--- src/sv/tpsm_pkg.sv ---
// ----------------------------------------------------------------------------
// tpsm_pkg
// Shared types and constants of the two-point similarity map.
// ----------------------------------------------------------------------------
package tpsm_pkg;

	localparam int FIFO_DEPTH = 4;
	localparam int FIFO_AW    = 2;

	localparam int MUL_CHUNK = 32;

	// The squared scale is 4 * (200/101)^2, kept as an exact ratio.
	localparam int SCALE_NUM_W = 19;
	localparam int SCALE_DEN_W = 15;
	localparam logic signed [SCALE_NUM_W-1:0] SCALE_NUM = 19'sd160000;
	localparam logic signed [SCALE_DEN_W-1:0] SCALE_DEN = 15'sd10201;

	typedef struct packed {
		logic full;
		logic empty;
	} tpsm_qstat_t;

endpackage

--- src/sv/tpsm_fifo.sv ---
// ----------------------------------------------------------------------------
// tpsm_fifo
// Short queue that decouples the front stage from the arithmetic pipeline.
// ----------------------------------------------------------------------------
module tpsm_fifo #(
	parameter int WIDTH = 8
) (
	input  logic                     clk,
	input  logic                     arst_n,
	input  logic                     push,
	input  logic [WIDTH-1:0]         wdata,
	input  logic                     pop,
	output logic [WIDTH-1:0]         rdata,
	output tpsm_pkg::tpsm_qstat_t    qstat
);
	import tpsm_pkg::*;

	logic [WIDTH-1:0]   mem_q [FIFO_DEPTH];
	logic [FIFO_AW-1:0] wr_q;
	logic [FIFO_AW-1:0] rd_q;
	logic [FIFO_AW:0]   cnt_q;

	always_ff @(posedge clk or negedge arst_n) begin
		if (!arst_n) begin
			wr_q  <= '0;
			rd_q  <= '0;
			cnt_q <= '0;
		end else begin
			if (push) begin
				wr_q <= wr_q + 1'b1;
			end
			if (pop) begin
				rd_q <= rd_q + 1'b1;
			end
			cnt_q <= cnt_q + (FIFO_AW+1)'(push) - (FIFO_AW+1)'(pop);
		end
	end

	always_ff @(posedge clk) begin
		if (push) begin
			mem_q[wr_q] <= wdata;
		end
	end

	assign rdata       = mem_q[rd_q];
	assign qstat.full  = (cnt_q == (FIFO_AW+1)'(FIFO_DEPTH));
	assign qstat.empty = (cnt_q == '0);

endmodule

--- config.mk ---
export PLATFORM = sky130hd
export DESIGN_NAME = tpsm_fifo
export DESIGN_NICKNAME = d
export VERILOG_FILES = /design/src/sv/tpsm_pkg.sv /design/src/sv/tpsm_fifo.sv
export SDC_FILE = /design/constraint.sdc
export NUM_CORES = 1
export LEC_CHECK = 0
export BUFFER_PORTS_ARGS = -buffer_cell sky130_fd_sc_hd__buf_2
export CAP_MARGIN = 20
export CORE_MARGIN = 1.5
export CORE_UTILIZATION = 37
export CTS_BUF_LIST = sky130_fd_sc_hd__clkbuf_8
export CTS_CLUSTER_DIAMETER = 150
export CTS_CLUSTER_SIZE = 10
export DETAILED_ROUTE_END_ITERATION = 7
export PLACE_DENSITY = 0.55
export SLEW_MARGIN = 25
export SYNTH_ARGS = -nofsm -noshare
export SYNTH_HDL_FRONTEND = slang
export SYNTH_SLANG_ARGS = --single-unit
--- constraint.sdc ---
create_clock -name clk -period 3.45 [get_ports clk]
set_clock_uncertainty 0.1 [all_clocks]
set_input_delay 0.345 -clock clk [delete_from_list [all_inputs] [get_ports clk]]
set_output_delay 0.345 -clock clk [all_outputs]
set_load 0.03 [all_outputs]
* Word level (Yosys, flattened, before mapping)
Memories as Yosys holds them, arrays and structs flattened.
Index checks and enable logic that the tools add are counted.
** Storage, ports and cells
- Bits in registers :: 7
- Bits in writable memories :: 32
- Output and inout port bits :: 10
- Bits of input ports :: 12
- Memories kept :: 1
- Word-level logic and storage cells :: 12
** Operators by class
- Reductions and logical operators :: 1
- $add $sub $neg :: 4
- Equal/unequal tests :: 1
- Mux-type cells :: 2
** Memory list
- mem_q :: words 4, bits a word 8, rd ports 1, clocked after memory_dff 0, write ports 1, line tpsm_fifo.sv:18 : logic [WIDTH-1:0] mem_q [FIFO_DEPTH];
** Operators with widths (number)
- $add A2 B1 Y2 const B :: 2
- $add A3 B1 Y3 :: 1
- $eq A3 B3 Y1 const B :: 1
- $logic_not A3 Y1 :: 1
- $sub A3 B1 Y3 :: 1
- $mux W1 :: 2

* Logic depth before layout (Yosys ltp)
Gate-level depths: netlist (run 1).
- Word-level depth :: 2
- Depth in mapped cells :: 7
- Mapped depth without buffers :: 7

* Least setup slack after synthesis (run 1)
No wires, ideal clock.
- Path kind :: reg2reg
- Start point :: register cnt_q[0]
- End point :: register cnt_q[2]
- Path buffers :: 0
- Data required time :: 3.227 ns
- Slack :: 1.777 ns
- Stages on the path, launching flop included :: 8
- Library setup time :: 0.123 ns
- Arrival time :: 1.450 ns
- Cells stage by stage :: dfrtp_1 -> inv_1 -> ha_1 -> inv_1 -> ha_1 -> fa_1 -> xnor2_1 -> xnor2_1
** Between the ends
- Cells in the longest elaborated chain, start to end :: 2
** Ends and longest elaborated chain
- start, declared :: line tpsm_fifo.sv:21 : logic [FIFO_AW:0] cnt_q;
- start signal, assigned :: line tpsm_fifo.sv:35 : cnt_q <= cnt_q + (FIFO_AW+1)'(push) - (FIFO_AW+1)'(pop);
- $add A3 B1 Y3 :: line tpsm_fifo.sv:35
- $sub A3 B1 Y3 :: line tpsm_fifo.sv:35
Every way passes these cells.
A chain may end at the register's enable or synchronous reset.

* Worst setup path after layout (run 1)
- Start point :: register rd_q[0]
- End point :: output rdata[4]
** Between the ends
- Cells in the longest elaborated chain, start to end :: 1
** Ends and longest elaborated chain
- start, declared :: line tpsm_fifo.sv:20 : logic [FIFO_AW-1:0] rd_q;
- start signal, assigned :: line tpsm_fifo.sv:33 : rd_q <= rd_q + 1'b1;
- $mem_v2 Z4 W8
- end, declared :: line tpsm_fifo.sv:13 : output logic [WIDTH-1:0] rdata,
Every way passes these cells.

==> results.cfg, run 1 <==
[outcome]
run_status = finished, final reports clean

[logic_synthesis]
post_synth_instance_area_sq_um = 1540
post_synth_fa_ha_maj_area_fraction_pct = 6.16
synth_compound_gate_area_share_pct = 0.324
synth_seq_area_share_pct = 73.6
largest_family_of_logic_cells_by_synthesized_area = multiplexers
synth_nets = 95
synth_seq_cells = 39
post-synth-top-area-fraction_pct = 62.3
yosys-top-cells-area = edfxtp_1, mux4_2, dfrtp_1
synth_xor_xnor_area_share_pct = 2.84
postSynthAreaPerCell_sq_um = 20.3
post_synthesis_share_of_cell_area_spent_on_and_or_nand_and_nor_gates_pct = 2.84
synth_cell_types = 15
synth_largest_area_cell = edfxtp_1
yosys_warnings = 0
post_synth_inst_count = 76
yosys-mux-area-fraction_pct = 11.7

[routing]
detail_route.vias_per_cell = 4.68
drt_wl_total_um = 2310
detailroute.via_count = 720
wire_per_inst_um = 15.0
drt_pass1_iterations = 3
drt_first_iter_violations = 37
route.detailed.drc = 0
final_antenna_net_count = 0

[worst_hold_path]
launch_instance_of_the_worst_min_delay_path = wdata[5]
holdCritPathClass = primary input to register
worst_hold_path.num_cells = 1
min_delay_worst_endpoint = mem_q[1][5]

[placed_design]
placement.setup.worst_slack_ns = 1.45
routabilityCongestion = 0.625
detailed_place_hpwl_um = 1610
numPortBuffers = 21

[critical_path]
critical_path.startpoint_type = register
timing.setup.critical_path_class = register to output port
r2r-start = cnt_q[0]
worst_r2r_endpoint = cnt_q[2]
ff2ff_setup_slack_ns = 1.68
critPathMaxFanout = 10
reg2reg_depth = 7
worst_ep_arrival_time_ns = 1.79
critPathRequiredTime_ns = 3.00
critical_path.endpoint_type = output port

[cts]
htree_levels = 2
post_cts.repair.setup_buffers = 0
tritoncts = yes
cts-root-buf = clkbuf_8
buffer_depth_of_the_longest_clock_path = 2
clkTransAtPathRegs_ns = 0.07
cts.repair.resized = 0
cts_inserted_buffers = 5
tritoncts_num_sinks = 39
clk_latency_ns = 0.28

[floorplanning]
floorplan.core_area_sq_um = 4000
io-pin-count = 22
dieHeight_um = 67.6
die_width_um = 67.6
placement_rows = 23
start_util_pct = 38.6
floorplan.die_area_sq_um = 4570

[sta]
slew_viol_final = 0
timing.final.crit_period_ns = 2.24
max_slew_margin_pct = 59.8
setup_viol_count_final = 0
slew_at_the_pin_closest_to_its_max_slew_limit_ns = 0.603
fmaxAchievable_mhz = 447
final.period_utilization_pct = 64.8
unrepaired_setup_endpoints_after_global_routing = false
timing.final.hold_violations = 0
final.setup.tns_ns = 0
layout_setup_ws_ns = 1.21
fin_worst_hold_slack_ns = 0.177

[grt]
maximum_number_of_pins_on_one_net_before_global_route_repair = 12
grt_first_pass_wirelength_um = 3790
via_count_of_the_first_global_routing_pass = 765
grt_use_total_pct = 12.2
global_route.overflow_total = 0
number_of_antenna_violations_at_the_first_check_in_global_routing = 0

[cells_and_area]
layout.cells.most_common = edfxtp_1
layout.filler_cells = 356
drive_gt1_share_pct = 33.7
area_growth_syn_to_layout_pct = 15.7
layout.nets = 122
antennaDiodeCount = 0
most-common-layout-cells = edfxtp_1, buf_2, mux4_2, inv_1, dfrtp_1

[power_and_ir_drop]
ir_drop_uv = 334
p_leak_uw = 0.000688
powerDensity_nw_per_um2 = 845

[flow_run]
max_cap_viol_count = 0
==> layer usage <==
metal / GRT usage (%) / vias up / routed length [um]
li1: - / 339 / -
met1: 14.8 / 362 / 1060
met2: 19.7 / 15 / 1120
met3: 4.50 / 4 / 101
met4: 4.59 / 0 / 27
met5: 0 / - / 0
==> power breakdown <==
| part | internal (uW) | total [uW] | switching (uW) |
|---|---|---|---|
| logic | 214 | 505 | 291 |
| clock network | 136 | 277 | 141 |
| registers | 633 | 726 | 93.8 |
==> through the flow <==
stage | power (uW) | cell area, sq um | util, % | cells
CTS | 1540 | 1790 | 44.6 | 154
finish | 1510 | 1790 | 44.6 | 154
detailed placement | 1260 | 1690 | 42.4 | 145
floorplan | 1130 | 1540 | - | 76
global placement | 1240 | 1690 | 42.4 | 145
global route | 1620 | 1790 | 44.6 | 154
==> cell usage after synthesis, drive strengths merged <==
library cell / instances
mux4: 8
nor3: 1
fa: 1
edfxtp: 32
inv: 6
ha: 6
nand2: 2
xor2: 2
buf: 2
xnor2: 3
o21ai: 1
and2: 4
dfrtp: 7
and3: 1
==> registers in the layout, indices dropped and copies added (netlist names) <==
| signal | cells |
|---|---|
| mem_q | 32 |
| cnt_q | 3 |
| rd_q | 2 |
| wr_q | 2 |
==> cells by family (layout without fill, tap and decap cells) <==
family                     after synthesis  count (layout)
DFF                                     39              39
muxes                                    8               8
and+or+nand+nor                          8               8
buffers and inverters                    8              36
adders and majority gates                7               7
xor gates and xnor gates                 5               5
AOI/OAI and AO/OA                        1               1
==> worst max-delay path by stage <==
stage	to	cells after the start	slack, ns	from
after floorplan	cnt_q[2]	7	1.78	cnt_q[0]
after global placement	rdata[3]	2	1.50	rd_q[0]
after detailed placement	rdata[4]	2	1.45	rd_q[0]
after CTS	rdata[4]	2	1.14	rd_q[0]
after global routing	rdata[4]	2	1.07	rd_q[0]
final	rdata[4]	2	1.21	rd_q[0]
==> area by class of cell <==
cell class                      instances  area (sq um)  area share, %
Inverter                                6          22.5           1.26
Clock buffer                            5          68.8           3.85
Timing Repair Buffer                   22           115           6.45
Multi-Input combinational cell         29           368           20.6
Clock inverter                          3          12.5          0.701
Sequential cell                        39          1140           63.6
Tap cell                               50          62.6           3.50
==> timing repair <==
action | in CTS | in global routing
hold buffers | 1 | 0
hold endpoints to repair | 7 | 0
endpoints found under the setup margin | 0 | 0
==> worst max-delay path: stages (launching register included) <==
cell and delay, ns:
dfrtp_1 0.73, mux4_2 0.59, buf_2 0.19
No activity file was read; power rests on OpenSTA's default activity.
==> run 2, diff against run 1 <==
clock period = 2.3 ns   (was 3.45 ns; I/O delays follow)
==> run 2 against run 1 <==
- global-route usage rose by 0.31 points
- clock power increased by 52%
- combinational power rose by 64%
- first-iteration DRC count rose by 41%
- wire length is 4.4% higher
- worst hold slack worse by 0.12 ns
- sequential cell count did not move
- sequential power up 46%
- non-clock buffer count increased by 1
- register-to-register slack worse by 1.2 ns
- die area is the same
- critical endpoint unchanged
==> results.cfg, run 2 (synthesis results as in run 1) <==
[cells_and_area]
top_regs = mem_q (32), cnt_q (3)
largest_reg_flops = 32
layout.nets = 123
drive_gt1_share_pct = 34.3
most-common-layout-cells = edfxtp_1, buf_2, mux4_2, inv_1, dfrtp_1
layout.filler_cells = 356
area_growth_syn_to_layout_pct = 16.2
antennaDiodeCount = 0
layout.cells.most_common = edfxtp_1
top_register = mem_q

[cts]
cts.repair.resized = 0
tritoncts = yes
clkTransAtPathRegs_ns = 0.07
clk_latency_ns = 0.28
cts-root-buf = clkbuf_8
tritoncts_num_sinks = 39
buffer_depth_of_the_longest_clock_path = 2
htree_levels = 2
cts_inserted_buffers = 5

[sta]
slew_at_the_pin_closest_to_its_max_slew_limit_ns = 0.490
timing.final.hold_violations = 0
final.period_utilization_pct = 88.0
setup_viol_count_final = 0
final.setup.tns_ns = 0
max_slew_margin_pct = 67.4
timing.final.crit_period_ns = 2.02
fmaxAchievable_mhz = 494
slew_viol_final = 0
unrepaired_setup_endpoints_after_global_routing = false

[routing]
drt_wl_total_um = 2410
route.detailed.drc = 0
final_antenna_net_count = 0
wire_per_inst_um = 15.5
detail_route.vias_per_cell = 4.72
drt_first_iter_violations = 52
detailroute.via_count = 732
drt_pass1_iterations = 3

[flow_run]
max_cap_viol_count = 0

[grt]
via_count_of_the_first_global_routing_pass = 788
gr-usage-met1_pct = 14.4
grt_first_pass_wirelength_um = 3810
grt_use_total_pct = 12.5
grt.busiest_layer = met2
number_of_antenna_violations_at_the_first_check_in_global_routing = 0
grtUsageMet3_pct = 5.00
maximum_number_of_pins_on_one_net_before_global_route_repair = 13
use_met2_pct = 20.1
global_route.overflow_total = 0

[critical_path]
critical_path.startpoint_type = register
worst_ep_arrival_time_ns = 1.69
critPathMaxFanout = 6
critical_path.endpoint_type = output port
timing.setup.critical_path_class = register to output port
critPathRequiredTime_ns = 1.97

[placed_design]
detailed_place_hpwl_um = 1680
numPortBuffers = 21
routabilityCongestion = 0.640

[power_and_ir_drop]
ir_drop_uv = 493
post-layout-total-power_uw = 2310
powerDensity_nw_per_um2 = 1290
p_leak_uw = 0.000689

[floorplanning]
start_util_pct = 38.6
floorplan.die_area_sq_um = 4570
die_width_um = 67.6
dieHeight_um = 67.6
io-pin-count = 22
placement_rows = 23
floorplan.core_area_sq_um = 4000

[worst_hold_path]
holdCritPathClass = primary input to register

[outcome]
run_status = finished, final reports clean
==> run 2: area by class of cell <==
type | instances | area (sq um) | area share, %
clock buffers | 5 | 68.8 | 3.84
clock inverters | 3 | 12.5 | 0.698
inverters | 6 | 22.5 | 1.26
multi-input cells | 29 | 368 | 20.5
flip-flops and latches | 39 | 1140 | 63.4
well taps | 50 | 62.6 | 3.49
repair buffers | 23 | 123 | 6.84
==> run 2: final timing paths <==
check	startpoint	cells past startpoint	end	slack [ns]
worst max-delay path	rd_q[0]	3	rdata[4]	0.28
worst min-delay path	wdata[1]	1	mem_q[0][1]	0.06
worst max register to register	cnt_q[0]	7	cnt_q[2]	0.51
worst min register to register	wr_q[0]	1	wr_q[0]	0.46
max in group asynchronous	arst_n	2	rd_q[0]	1.74
min in group asynchronous	arst_n	2	cnt_q[2]	0.20
==> run 2: power by group <==
group	total (uW)	switching [uW]	internal (uW)
Clock	422	219	204
Combinational	826	489	337
Sequential	1060	112	950
Total	2310	819	1490
==> run 2: through the flow <==
step                      utilization, %  instance area [sq um]  instances  hold slack (ns)  setup WS, ns
after CTS                           44.8                   1790        155           0.0479         0.245
after global placement              42.5                   1700        146          -0.0289         0.582
after detailed placement            42.5                   1700        146          -0.0306         0.506
after global routing                44.8                   1790        155           0.0483         0.183
final                               44.8                   1790        155           0.0552         0.276
after floorplan                        -                   1540         76           -0.166         0.627
==> run 2: repair_timing <==
action                    CTS  global route
setup buffers               0             0
hold buffers                1             0
hold endpoints to repair    7             0
==> run 2: critical path: stages, from the launching register on <==
cell and delay, ns:
dfrtp_1 0.47, buf_4 0.23, mux4_2 0.52, buf_2 0.19
==> run 2: metal layers <==
metal,routed length [um],vias up
met4,36,0
met2,1210,15
met3,122,5
li1,-,341
met1,1040,371
met5,0,-
==> run 3, diff against run 2 <==
PLACE_DENSITY = 0.57   (was 0.55)
clock period = 1.65 ns   (was 2.3 ns; I/O delays follow)
==> run 3 against run 2 <==
- the run now ends with negative setup slack left
- cell count increased by 10%
- wire length increased by 3.7%
- register-to-register slack got worse by 0.59 ns
- worst hold slack improved by 0.020 ns
- via count increased by 8.5%
- clock power increased by 79%
- global-route usage increased by 0.43 points
- largest cell class unchanged
- largest power group is now combinational logic
==> results.cfg, run 3 (synthesis results as in run 1) <==
[placed_design]
routabilityCongestion = 0.611
detailed_place_hpwl_um = 1730
numPortBuffers = 21
cell_count_after_placement = 152

[outcome]
violations_in_the_final_reports = negative setup slack
run_status = finished with violations

[power_and_ir_drop]
internal_power_uw = 2560
power.switching_fraction_pct = 32.5
power.share.clock_pct = 19.9
sequentialPowerShare_pct = 38.7
ir_drop_uv = 698
p_leak_uw = 0.000799
powerDensity_nw_per_um2 = 1830
p_switching_uw = 1230
share_of_total_power_in_combinational_logic_pct = 41.4

[floorplanning]
dieHeight_um = 67.6
placement_rows = 23
io-pin-count = 22
floorplan.core_area_sq_um = 4000
floorplan.die_area_sq_um = 4570
die_width_um = 67.6
start_util_pct = 38.6

[critical_path]
critPathMaxFanout = 8
worst_ep_arrival_time_ns = 1.52
critPathRequiredTime_ns = 1.38
timing.setup.critical_path_class = register to output port
critical_path.startpoint_type = register
critical_path.endpoint_type = output port

[grt]
via_count_of_the_first_global_routing_pass = 865
number_of_antenna_violations_at_the_first_check_in_global_routing = 0
grt_use_total_pct = 12.9
grt_first_pass_wirelength_um = 3990
maximum_number_of_pins_on_one_net_before_global_route_repair = 13
global_route.overflow_total = 0

[cts]
tritoncts = yes
cts-root-buf = clkbuf_8
clk_latency_ns = 0.28
tritoncts_num_sinks = 39
buffer_depth_of_the_longest_clock_path = 2
cts_inserted_buffers = 5
clkTransAtPathRegs_ns = 0.07
htree_levels = 2

[cells_and_area]
most-common-layout-cells = edfxtp_1, buf_2, dlygate4sd3_1, mux4_2, buf_6
largest_reg_flops = 32
antennaDiodeCount = 0
final-instance-count-excl-fill = 171
final-seq-area_sq_um = 1140
area_growth_syn_to_layout_pct = 34.3
layout.filler_cells = 322
layout.nets = 139
drive_gt1_share_pct = 41.3
layout.cells.most_common = edfxtp_1
multiInputGateArea_sq_um = 403
top_regs = mem_q (32), cnt_q (3)
final_util_pct = 51.8
top_register = mem_q

[worst_hold_path]
holdCritPathClass = primary input to register

[routing]
detailroute.via_count = 794
detail_route.vias_per_cell = 4.64
drt_wl_total_um = 2500
final_antenna_net_count = 0
drt_pass1_iterations = 3
drt_first_iter_violations = 28
route.detailed.drc = 0
wire_per_inst_um = 14.6

[sta]
fmaxAchievable_mhz = 560
timing.final.crit_period_ns = 1.79
slew_at_the_pin_closest_to_its_max_slew_limit_ns = 0.431
max_slew_margin_pct = 71.2
unrepaired_setup_endpoints_after_global_routing = true
final.period_utilization_pct = 108
timing.final.hold_violations = 0
slew_viol_final = 0
setup_viol_count_final = 9
layout_setup_ws_ns = -0.137

[flow_run]
max_cap_viol_count = 0
-- run 3: cell type report --
| class | count | area share, % |
|---|---|---|
| multi-input combinational | 29 | 19.4 |
| clock inverter | 3 | 1.87 |
| clock buffer | 5 | 3.32 |
| tap | 50 | 3.02 |
| timing repair buffer | 39 | 16.4 |
| inverter | 6 | 1.09 |
| sequential | 39 | 54.8 |
-- run 3: per-layer routing --
layer / wire, um / global-route usage [%] / share of wire [%]
met4: 57 / 8.42 / 2.3
met1: 1050 / 14.9 / 42
met2: 1280 / 20.6 / 51
met3: 107 / 4.17 / 4.3
met5: 0 / 0 / 0
-- run 3: worst max-delay path, cell delays in order, from the launching register on --
cell and delay (ns):
dfrtp_1 0.40, buf_12 0.16, mux4_2 0.52, buf_6 0.16
-- run 3: power groups by stage --
stage,clock [uW],combinational (uW),sequential (uW)
global route,812,1700,1490
CTS,781,1560,1470
finish,755,1570,1470
detailed placement,0,1310,1490
floorplan,0,961,1400
global placement,0,1260,1480
-- run 3: metrics by stage --
step,hold slack [ns],setup TNS [ns],area [sq um],total power (uW),setup WS (ns)
2_1_floorplan,-0.231,0,1550,2370,0.0176
3_3_place_gp,-0.0923,0,1770,2740,0.00327
3_5_place_dp,-0.0894,-0.0929,1770,2800,-0.0929
4_1_cts,0.0545,-1.23,2050,3810,-0.161
5_1_grt,0.0930,-1.59,2070,4000,-0.192
6_report,0.0751,-1.05,2070,3790,-0.137
-- run 3: what timing repair did --
item | in CTS | in global routing
gates resized for setup | 18 | 4
setup buffers | 1 | 0
pin swaps | 0 | 4
endpoints found under the setup margin | 9 | 9
hold endpoints to repair | 40 | 0
hold buffers | 10 | 0
-- run 3: worst paths after layout --
check	from	end	slack, ns	depth (start not counted)
worst max register to register	cnt_q[0]	cnt_q[2]	-0.08	7
max in group asynchronous	arst_n	cnt_q[0]	1.14	2
worst max-delay path	rd_q[0]	rdata[6]	-0.14	3
min in group asynchronous	arst_n	cnt_q[1]	0.15	2
worst min register to register	wr_q[0]	wr_q[0]	0.43	1
worst min-delay path	pop	rd_q[1]	0.08	3
