### src/sv/tpsm_pkg.sv
// ----------------------------------------------------------------------------
// tpsm_pkg
// Shared types and constants of the two-point similarity map.
// ----------------------------------------------------------------------------
package tpsm_pkg;

	localparam int FIFO_DEPTH = 4;
	localparam int FIFO_AW    = 2;

	localparam int MUL_CHUNK = 32;

	// The squared scale is 4 * (200/101)^2, kept as an exact ratio.
	localparam int SCALE_NUM_W = 19;
	localparam int SCALE_DEN_W = 15;
	localparam logic signed [SCALE_NUM_W-1:0] SCALE_NUM = 19'sd160000;
	localparam logic signed [SCALE_DEN_W-1:0] SCALE_DEN = 15'sd10201;

	typedef struct packed {
		logic full;
		logic empty;
	} tpsm_qstat_t;

endpackage

### src/sv/tpsm_front.sv
// ----------------------------------------------------------------------------
// tpsm_front
// Accepts items, forms the coordinate differences and flags coincident UV
// references, then hands the item to the queue.
// ----------------------------------------------------------------------------
module tpsm_front #(
	parameter int W = 32
) (
	input  logic                  clk,
	input  logic                  arst_n,
	input  logic                  item_valid,
	output logic                  item_ready,
	input  logic signed [W-1:0]   ref1_x,
	input  logic signed [W-1:0]   ref1_y,
	input  logic signed [W-1:0]   ref2_x,
	input  logic signed [W-1:0]   ref2_y,
	input  logic signed [W-1:0]   ref1_u,
	input  logic signed [W-1:0]   ref1_v,
	input  logic signed [W-1:0]   ref2_u,
	input  logic signed [W-1:0]   ref2_v,
	input  logic signed [W-1:0]   target_u,
	input  logic signed [W-1:0]   target_v,
	input  tpsm_pkg::tpsm_qstat_t qstat,
	output logic                  push,
	output logic [8*W+6:0]        wdata
);
	import tpsm_pkg::*;

	logic signed [W:0] dx, dy, du, dv, eu, ev;
	logic              degen;
	logic              v_s1;
	logic [8*W+6:0]    data_s1;

	assign dx    = {ref2_x[W-1], ref2_x} - {ref1_x[W-1], ref1_x};
	assign dy    = {ref2_y[W-1], ref2_y} - {ref1_y[W-1], ref1_y};
	assign du    = {ref2_u[W-1], ref2_u} - {ref1_u[W-1], ref1_u};
	assign dv    = {ref2_v[W-1], ref2_v} - {ref1_v[W-1], ref1_v};
	assign eu    = {target_u[W-1], target_u} - {ref1_u[W-1], ref1_u};
	assign ev    = {target_v[W-1], target_v} - {ref1_v[W-1], ref1_v};
	assign degen = (du == '0) && (dv == '0);

	assign item_ready = !v_s1 || !qstat.full;
	assign push       = v_s1 && !qstat.full;
	assign wdata      = data_s1;

	always_ff @(posedge clk or negedge arst_n) begin
		if (!arst_n) begin
			v_s1 <= 1'b0;
		end else if (item_ready) begin
			v_s1 <= item_valid;
		end
	end

	always_ff @(posedge clk) begin
		if (item_valid && item_ready) begin
			data_s1 <= {ref1_x, ref1_y, dx, dy, du, dv, eu, ev, degen};
		end
	end

endmodule

### config.mk
export PLATFORM = sky130hd
export DESIGN_NAME = tpsm_front
export DESIGN_NICKNAME = d
export VERILOG_FILES = /design/src/sv/tpsm_pkg.sv /design/src/sv/tpsm_front.sv
export SDC_FILE = /design/constraint.sdc
export NUM_CORES = 1
export LEC_CHECK = 0
export BUFFER_PORTS_ARGS = -buffer_cell sky130_fd_sc_hd__buf_2
export CAP_MARGIN = 10
export CORE_AREA = 2 2 229 231
export DETAILED_ROUTE_END_ITERATION = 10
export DIE_AREA = 0 0 231 233
export PLACE_DENSITY_LB_ADDON = 0.08
export SYNTH_ARGS = -nofsm -noshare
export SYNTH_HDL_FRONTEND = slang
export SYNTH_SLANG_ARGS = --single-unit
### constraint.sdc
create_clock -name clk -period 15.1 [get_ports clk]
set_input_delay 1.51 -clock clk [delete_from_list [all_inputs] [get_ports clk]]
set_output_delay 1.51 -clock clk [all_outputs]
set_load 0.05 [all_outputs]
* Word-level counts from Yosys, hierarchy flattened
Cells that the tools add are included.
** Word-level totals
- Bits in registers :: 264
- Output and inout bits :: 265
- Word-level logic and storage cells :: 16
** Cells by class
- Add/subtract/negate cells :: 6
- Reduce and logical (&&, ||, !) cells :: 8
** Operators with widths (number)
- 32-bit by 32-bit subtractor with 33-bit output :: 6
- 33-bit zero test :: 2
- 1-bit logical AND :: 3
- 1-bit zero test :: 2
- 1-bit logical OR :: 1

* Depth between registers and ports, before layout
Gate-level depths: netlist (run 1).
- Depth in word-level cells :: 3
- Depth in mapped cells :: 16

* Worst setup path after synthesis (run 1)
Ideal clock, no wire load.
- Path kind :: input -> register
- From :: in qstat[1] in the netlist's numbering
- To :: reg data_s1[0] (netlist: wdata[0]) (enable)
- Library setup time :: 0.656 ns
- Arrival time :: 7.925 ns
- Required time :: 14.444 ns
- Setup slack :: 6.519 ns
- Stages on the path :: 2
- Cell sequence :: nand2_1 -> and2_1
** On the way
- Longest elaborated chain between the ends :: 3
** RTL lines
- start: declaration :: line tpsm_front.sv:23 : input tpsm_pkg::tpsm_qstat_t qstat,
- 1-bit zero test :: line tpsm_front.sv:42 : assign item_ready = !v_s1 || !qstat.full;
- 1-bit logical OR :: line tpsm_front.sv:42
- 1-bit logical AND :: line tpsm_front.sv:55 : if (item_valid && item_ready) begin
- end signal: assignment :: line tpsm_front.sv:56 : data_s1 <= {ref1_x, ref1_y, dx, dy, du, dv, eu, ev, degen};
- end: declaration :: line tpsm_front.sv:32 : logic [8*W+6:0] data_s1;
Every way passes these cells.
A chain may end at the register's enable or synchronous reset.

* Final worst setup path (run 1)
- From :: in ref1_v[0]
- To :: reg data_s1[0] (netlist: wdata[0]) (data pin)
** On the way
- Longest elaborated chain between the ends :: 3
** RTL lines
- start: declaration :: line tpsm_front.sv:18 : input logic signed [W-1:0] ref1_v,
- 32-bit by 32-bit subtractor with 33-bit output :: line tpsm_front.sv:37 : assign dv = {ref2_v[W-1], ref2_v} - {ref1_v[W-1], ref1_v};
- net dv[24] :: line tpsm_front.sv:29 : logic signed [W:0] dx, dy, du, dv, eu, ev;
- 33-bit zero test :: line tpsm_front.sv:40 : assign degen = (du == '0) && (dv == '0);
- 1-bit logical AND :: line tpsm_front.sv:40
- net degen :: line tpsm_front.sv:30 : logic degen;
The timed path passes the listed nets, and every way through them passes these cells.

==> results of run 1 <==
metrics by stage:
| stage | hold slack, ns | cell area, um2 |
|---|---|---|
| floorplan | 0.817 | 17400 |
| global placement | 0.534 | 21200 |
| CTS | 0.566 | 22300 |
| detailed placement | 0.555 | 21200 |
| finish | 0.554 | 22300 |
| global route | 0.613 | 22300 |
area by class of cell:
class	count	area (um2)	share of cell area, %
Inverter	184	691	3.09
Clock inverter	20	180	0.806
Multi-Input combinational cell	1193	8770	39.2
Sequential cell	264	7920	35.5
Timing Repair Buffer	591	2970	13.3
Antenna cell	9	22.5	0.101
Tap cell	680	851	3.81
Clock buffer	42	945	4.23
cells by family after synthesis:
logic type,after synthesis,synth area share [%]
buffers and inverters,196,4.23
muxes,1,0.0574
xor gates and xnor gates,154,7.74
adders and majority gates,198,14.5
DFF,264,45.5
and+or+nand+nor,382,11.1
AOI/OAI and AO/OA,458,17.0
critical path, stage by stage:
cell,delay (ns)
buf_2,0.11
ha_1,0.22
fa_1,0.41
nor2b_1,0.19
o31ai_1,0.17
a211oi_1,0.39
o21ai_1,0.19
a21oi_1,0.31
nor2_1,0.12
o21ai_0,0.24
xor2_1,0.14
or4_1,0.53
nor4_1,0.32
nand4bb_1,0.22
a2111oi_2,0.25
nor4b_2,0.24
synthesized netlist by cell type, types with 8 or more instances:
cell,n,area share [%]
o21bai_1,22,0.95
o21ai_0,70,2.0
o211ai_1,13,0.56
o21a_1,36,1.6
a31oi_1,20,0.72
nor2_1,101,2.2
a21oi_1,138,4.0
nand2_1,81,1.7
xnor2_1,117,5.9
ha_1,192,14
nor4_1,10,0.36
and3_1,13,0.47
nand4_1,14,0.50
nor2b_1,29,1.0
a21boi_0,8,0.34
a211oi_1,15,0.65
nand3_1,32,0.92
xor2_1,37,1.9
or4_1,9,0.39
o21ai_1,9,0.26
or3_1,11,0.39
nor3_1,17,0.49
nand2b_1,36,1.3
edfxtp_1,263,45
inv_1,184,4.0
a21o_1,64,2.8
o31a_1,9,0.45
clkbuf_1,11,0.24
cells in the final DEF (no fill, tap or decap), drive strengths merged, types with 5 or more instances in the layout:
cell type	n
nor2b	29
xnor2	117
a311o	5
nor3	17
nand2b	36
diode	9
a21boi	10
ha	192
a31oi	20
nor3b	5
or3	11
o31a	9
a21o	64
o21ai	80
and3	13
nand3	32
a211oi	15
o21bai	22
nor4b	5
edfxtp	263
xor2	37
inv	187
or2	5
nor2	101
nand2	81
nand4	14
o31ai	6
fa	6
or4	9
o211ai	13
and2	6
clkinv	13
clkbuf	42
o2111ai	6
nor4	10
buf	591
o21a	36
a21oi	138
a211o	6
sequential cells by signal (all words and copies together) (netlist names):
signal	cells
wdata	263
v_s1	1
power by group through the flow:
stage / clock (mW) / sequential, mW / combinational [mW]
2_1_floorplan: 0 / 1.20 / 0.359
3_3_place_gp: 0 / 0.942 / 0.821
3_5_place_dp: 0 / 0.944 / 0.824
4_1_cts: 0.854 / 0.930 / 0.827
5_1_grt: 0.883 / 0.935 / 0.895
6_report: 0.826 / 0.929 / 0.819
how the worst max path moves through the flow:
stage	depth (start not counted)	endpoint
CTS	16	wdata[0]
global placement	16	wdata[0]
detailed placement	16	wdata[0]
global route	16	wdata[0]
floorplan	2	wdata[0]
finish	16	wdata[0]
per-layer routing:
layer	vias to the layer above	GRT usage [%]
met3	69	5.85
met4	2	5.42
met2	379	36.0
met5	-	0
li1	7314	-
met1	6820	23.4
==> impl_metrics.toml, run 1 <==
[floorplanning]
die_w_um = 231
design.core.area_um2 = 51100
die_y_um = 233
dieArea_um2 = 53800
io_pins = 590
initial_utilization_pct = 34.1
rows = 83

[drt]
dr.max_layer_used = "met5"
route.met2.wl_um = 28200
wl_um = 55600
m1WireLength_um = 22100
routedWlPerCell_um = 18.6
met3_wirelength_um = 4170
first_pass_iters = 5
vias_per_cell = 4.89
detail-route-antenna-nets = 0
dr_total_vias = 14584
first_iter_violations = 706
drcViolationCount = 0

[global_route]
grt_antenna_before_repair = 13
grt_pass1_wl_um = 83300
grt_max_degree = 78
first_global_vias = 14416
grtUsageTotal_pct = 20.1
overflow = 0

[worst_setup_path]
crit_path_end_kind = "flip-flop"
reg2reg_slack_ns = 11.69
r2r_cells = 4
criticalPathCategory = "primary input to flip-flop"
cp-start-kind = "primary input"
required_ns = 15.46
critPathLaunch = "ref1_v[0]"
r2r-end = "wdata[128]"
cp.arrival_ns = 5.57
worstReg2RegStart = "v_s1"
crit_fanout = 4

[job]
max_cap_viol_count = 0

[finish]
layoutNonFillerInstCount = 2983
syn_to_final_growth_pct = 28.2
drive_above_1_share_pct = 28.5
fin_util_pct = 43.7
nNetsFinal = 2793
nFillCells = 5107

[yosys]
synth_edf_count = 263
synth_warnings = 0
ys_types = 64
syn_area_um2 = 17400
async_reset_ff_share_pct = 0.379
ys.flop_type = "edfxtp_1"
syn_inst = 1653
avgSynthCellArea_um2 = 10.5
ys_seq_elements = 264
ys_seq_area_share_pct = 45.5
synthesis.nets = 2176

[power]
powerDensity_nw_per_um2 = 115
clockPowerShare_pct = 32.1
p_int_mw = 1.67
p_seq_share_pct = 36.1
switching_share_pct = 35.1
peakVddDrop_uv = 71.9
finalPower_mw = 2.57
p_leak_nw = 10.3
power_frac_comb_pct = 31.8
switching_power_mw = 0.903

[place]
place_inst = 2912
gp_congestion = 0.871
dp_slack_ns = 9.23
dp_hpwl_um = 46200
port_buffers = 588

[clock_tree]
clk_latency_ns = 0.54
clk_path_buf_depth = 3
cts.sinks = 264
path_clk_slew_ns = 0.06
clockRootBuffer = "clkbuf_16"
cts_tree = "done"
cts_setup_buffers = 0
cts-buffers-inserted = 36
cts_resized = 0
ctsHtreeMaxLevel = 2
hold_buffers = 0

[sta]
min_period_ns = 5.21
fin_ws_ns = 9.89
tightest_slew_ns = 1.04
slew_headroom_pct = 30.7
skew_ns = 0.0190
rsz0062_at_grt = "false"
finalSetupTns_ns = 0
fin_crit_sh_pct = 34.5
hold_violations = 0
clock.fmax_ghz = 0.192
setup_viol = 0
finalMaxSlewViolations = 0

[min_path]
hp-class = "flip-flop to flip-flop"
hp-start = "v_s1"
min_path_cells = 2
hold_path_end = "v_s1"

[outcome]
status = "complete, no violations"
Note: power is estimated with default switching activity, not from simulation.
==> inputs of run 2 (changes only) <==
==> constraint.sdc (replaced) <==
create_clock -name clk -period 5.03 [get_ports clk]
set_input_delay 0.503 -clock clk [delete_from_list [all_inputs] [get_ports clk]]
set_output_delay 0.503 -clock clk [all_outputs]
set_load 0.05 [all_outputs]
==> impl_metrics.toml, run 2 (synthesized netlist as in run 1, its figures left out) <==
[sta]
skew_ns = 0.0167
slew_headroom_pct = 48.8
tightest_slew_ns = 0.768
clock.fmax_ghz = 0.244
hold_violations = 0
fin_crit_sh_pct = 81.4
min_period_ns = 4.09
setup_viol = 0
finalMaxSlewViolations = 0
finalSetupTns_ns = 0
rsz0062_at_grt = "false"

[global_route]
grt_antenna_before_repair = 21
grt_pass1_wl_um = 83800
first_global_vias = 14620
overflow = 0
grtUsageTotal_pct = 20.3
grt_max_degree = 94

[clock_tree]
cts_setup_buffers = 0
cts_resized = 0
ctsHtreeMaxLevel = 2
cts-buffers-inserted = 35
cts_tree = "done"
clk_path_buf_depth = 3
clockRootBuffer = "clkbuf_16"
path_clk_slew_ns = 0.06
clk_latency_ns = 0.54
cts.sinks = 264

[min_path]
hp-class = "primary input to flip-flop"
hp-start = "ref1_y[4]"
hold_path_end = "wdata[203]"
min_path_cells = 1

[drt]
vias_per_cell = 4.87
first_iter_violations = 586
detail-route-antenna-nets = 0
first_pass_iters = 5
drcViolationCount = 0
routedWlPerCell_um = 18.9
dr_total_vias = 14588
wl_um = 56500

[finish]
nFillCells = 5133
layout_commonest_cell = "buf_2"
drive_above_1_share_pct = 28.3
largest_register_ffs = 263
seq_area_um2 = 7920
nNetsFinal = 2795
layout_common_cells = "buf_2, edfxtp_1, ha_1"
multiInputGateArea_um2 = 8770
syn_to_final_growth_pct = 28.1

[worst_setup_path]
crit_path_end_kind = "flip-flop"
criticalPathCategory = "primary input to flip-flop"
worstReg2RegStart = "v_s1"
required_ns = 5.40
crit_fanout = 4
r2r-end = "wdata[15]"
cp-start-kind = "primary input"
r2r_cells = 3
cp.arrival_ns = 4.47
reg2reg_slack_ns = 2.90

[floorplanning]
design.core.area_um2 = 51100
initial_utilization_pct = 34.1
rows = 83
dieArea_um2 = 53800
die_y_um = 233
die_w_um = 231
io_pins = 590

[power]
powerDensity_nw_per_um2 = 339
finalPower_mw = 7.58
p_leak_nw = 10.3
peakVddDrop_uv = 170

[place]
dp_hpwl_um = 46700
port_buffers = 588
gp_congestion = 0.862

[outcome]
status = "complete, no violations"

[job]
max_cap_viol_count = 0
-- run 2: worst max path at each step --
stage | cells after the start | from | to | slack [ns]
2_1_floorplan | 2 | qstat[1] | wdata[0] | 0.37
3_5_place_dp | 16 | ref1_v[0] | wdata[0] | 0.26
3_3_place_gp | 16 | ref1_v[0] | wdata[0] | 0.28
4_1_cts | 16 | ref1_v[0] | wdata[0] | 0.84
5_1_grt | 16 | ref1_v[0] | wdata[0] | 0.50
6_report | 16 | ref1_v[0] | wdata[0] | 0.94
-- run 2: worst max-delay path, stage by stage --
cell,delay [ns]
buf_2,0.11
ha_1,0.22
fa_1,0.41
nor2b_1,0.18
o31ai_1,0.15
a21boi_1,0.18
or4_1,0.52
or4_1,0.42
nor4_1,0.26
nand4b_1,0.21
nor4_1,0.28
nand3b_1,0.12
nor4_1,0.22
nand4bb_1,0.21
a2111oi_2,0.24
nor4b_2,0.23
-- run 2: per-stage QoR --
stage	hold WS (ns)	util (%)	worst slack, ns	instances	area [um2]
finish	0.146	43.7	0.936	2993	22300
global route	0.120	43.7	0.495	2992	22300
CTS	0.106	43.6	0.836	2977	22300
detailed placement	0.282	41.6	0.262	2914	21200
global placement	0.279	41.6	0.281	2914	21200
floorplan	0.207	-	0.370	1653	17400
-- run 2: power by group --
group | internal (mW) | leakage (nW) | switching (mW)
clock network | 1.33 | 0.507 | 0.985
registers | 2.74 | 2.51 | 0.0493
logic | 0.789 | 7.28 | 1.69
-- run 2: final cells by class --
cell class	count	area share, %
multi-input combinational	1193	39.3
sequential	264	35.5
timing repair buffer	594	13.5
clock buffer	42	4.04
tap	680	3.81
inverter	184	3.09
clock inverter	20	0.572
antenna	16	0.179
-- run 2: routing by layer --
metal	vias to the layer above	wire length (um)	GRT usage (%)
met3	74	4730	6.86
li1	7327	-	-
met2	432	27600	34.8
met5	-	30	0
met4	4	1700	8.41
met1	6751	22400	23.2
-- run 2: what timing repair did --
action	4_1_cts	5_1_grt
endpoints found under the hold margin	1	0
setup endpoints to repair	0	0
hold buffers	1	0
==> inputs of run 3 (changes only) <==
==> constraint.sdc (replaced) <==
create_clock -name clk -period 4 [get_ports clk]
set_input_delay 0.4 -clock clk [delete_from_list [all_inputs] [get_ports clk]]
set_output_delay 0.4 -clock clk [all_outputs]
set_load 0.05 [all_outputs]
==> impl_metrics.toml, run 3 (synthesized netlist as in run 1, its figures left out) <==
[sta]
min_period_ns = 3.71
hold_violations = 0
clock.fmax_ghz = 0.269
fin_crit_sh_pct = 92.9
skew_ns = 0.0124
tightest_slew_ns = 0.530
slew_headroom_pct = 64.2
finalMaxSlewViolations = 0
setup_viol = 0

[finish]
multiInputGateArea_um2 = 8810
seq_area_um2 = 7920
layout_commonest_cell = "buf_2"
largest_register_ffs = 263
nNetsFinal = 2915
layoutNonFillerInstCount = 3102
fin_util_pct = 45.7
drive_above_1_share_pct = 32.4
syn_to_final_growth_pct = 33.9
layout_common_cells = "buf_2, edfxtp_1, ha_1"
nFillCells = 5083

[floorplanning]
dieArea_um2 = 53800
design.core.area_um2 = 51100
io_pins = 590
initial_utilization_pct = 34.1
die_y_um = 233
rows = 83
die_w_um = 231

[power]
peakVddDrop_uv = 242
finalPower_mw = 9.89
powerDensity_nw_per_um2 = 424
p_leak_nw = 10.9

[global_route]
grt_pass1_wl_um = 85000
overflow = 0
grt_antenna_before_repair = 13
grt_max_degree = 80
first_global_vias = 15021
grtUsageTotal_pct = 20.6

[drt]
routedWlPerCell_um = 18.4
first_pass_iters = 5
vias_per_cell = 4.85
detail-route-antenna-nets = 0
dr_total_vias = 15052
wl_um = 57200
first_iter_violations = 655
drcViolationCount = 0

[clock_tree]
cts-buffers-inserted = 35
cts.sinks = 264
clockRootBuffer = "clkbuf_16"
clk_path_buf_depth = 3
path_clk_slew_ns = 0.06
cts_tree = "done"
clk_latency_ns = 0.54
ctsHtreeMaxLevel = 2
cts_setup_buffers = 0

[place]
port_buffers = 588
place_inst = 3034
gp_congestion = 0.898
dp_hpwl_um = 47800

[worst_setup_path]
cp.arrival_ns = 4.09
required_ns = 4.37
criticalPathCategory = "primary input to flip-flop"
cp-start-kind = "primary input"
crit_path_end_kind = "flip-flop"
crit_fanout = 3

[outcome]
status = "complete, no violations"

[min_path]
hp-class = "primary input to flip-flop"

[job]
max_cap_viol_count = 0
==> run 3: cell types whose count changed in the layout (fill, tap and decap cells not counted), moves of 3 or more <==
cell       delta
diode_2      -11
nor4_2        +3
bufinv_16     +3
nor4_1        -3
buf_4       +118
clkinv_1      -3
==> run 3: area by class of cell <==
cell class              instances  area share, %
flip-flops and latches        264           33.9
diodes                          5         0.0536
repair buffers                714           16.9
clock buffers                  42           3.87
multi-input cells            1193           37.8
inverters                     184           2.96
clock inverters                20          0.879
well taps                     680           3.65
==> run 3: report_power, final <==
| part | internal [mW] | switching [mW] |
|---|---|---|
| registers | 3.44 | 0.0648 |
| clock network | 1.87 | 1.24 |
| logic | 1.12 | 2.16 |
| total | 6.43 | 3.46 |
==> run 3: path summary, 6_finish.rpt <==
path | from | endpoint | slack [ns] | cells after the start
min in group asynchronous | arst_n | v_s1 | 0.17 | 2
worst min-delay path | ref1_x[31] | wdata[262] | 0.05 | 1
max in group asynchronous | arst_n | v_s1 | 3.74 | 2
worst min register to register | v_s1 | v_s1 | 0.52 | 2
worst max register to register | v_s1 | wdata[3] | 2.30 | 3
worst max-delay path | ref1_v[1] | wdata[0] | 0.29 | 15
==> run 3: metrics by stage <==
step                setup WS [ns]  hold slack, ns  setup TNS [ns]  cell area, um2
finish                      0.285          0.0496               0           23300
global route              -0.0273          0.0227         -0.0273           23300
CTS                        0.0391          0.0154               0           23300
detailed placement         -0.593           0.177           -1.12           22200
global placement           -0.563           0.176           -1.19           22200
floorplan                  0.0814           0.104               0           17400
==> run 3: metal layers <==
| layer | global-route usage [%] | vias to the layer above | routed length, um |
|---|---|---|---|
| met1 | 23.6 | 7019 | 22900 |
| met3 | 6.10 | 73 | 4220 |
| li1 | - | 7556 | - |
| met4 | 5.26 | 4 | 1200 |
| met5 | 0 | - | 30 |
| met2 | 37.3 | 400 | 28900 |
==> run 3: timing repair <==
action                                 CTS  global route
hold buffers                             1             0
cloned                                   0             0
pin swaps                                0             1
endpoints found under the hold margin    1             0
resized for setup                        1             7
setup endpoints to repair                1             1
==> run 3: critical path: stages <==
cell and delay [ns]:
buf_2 0.12, inv_1 0.06, ha_1 0.27, nor2b_1 0.14, o31a_1 0.26, o21a_1 0.24, o21ai_4 0.18, o41ai_1 0.11
or4_1 0.48, a31oi_1 0.22, xnor2_1 0.12, or4_1 0.49, or4b_1 0.50, a2111oi_2 0.27, nor4b_2 0.22
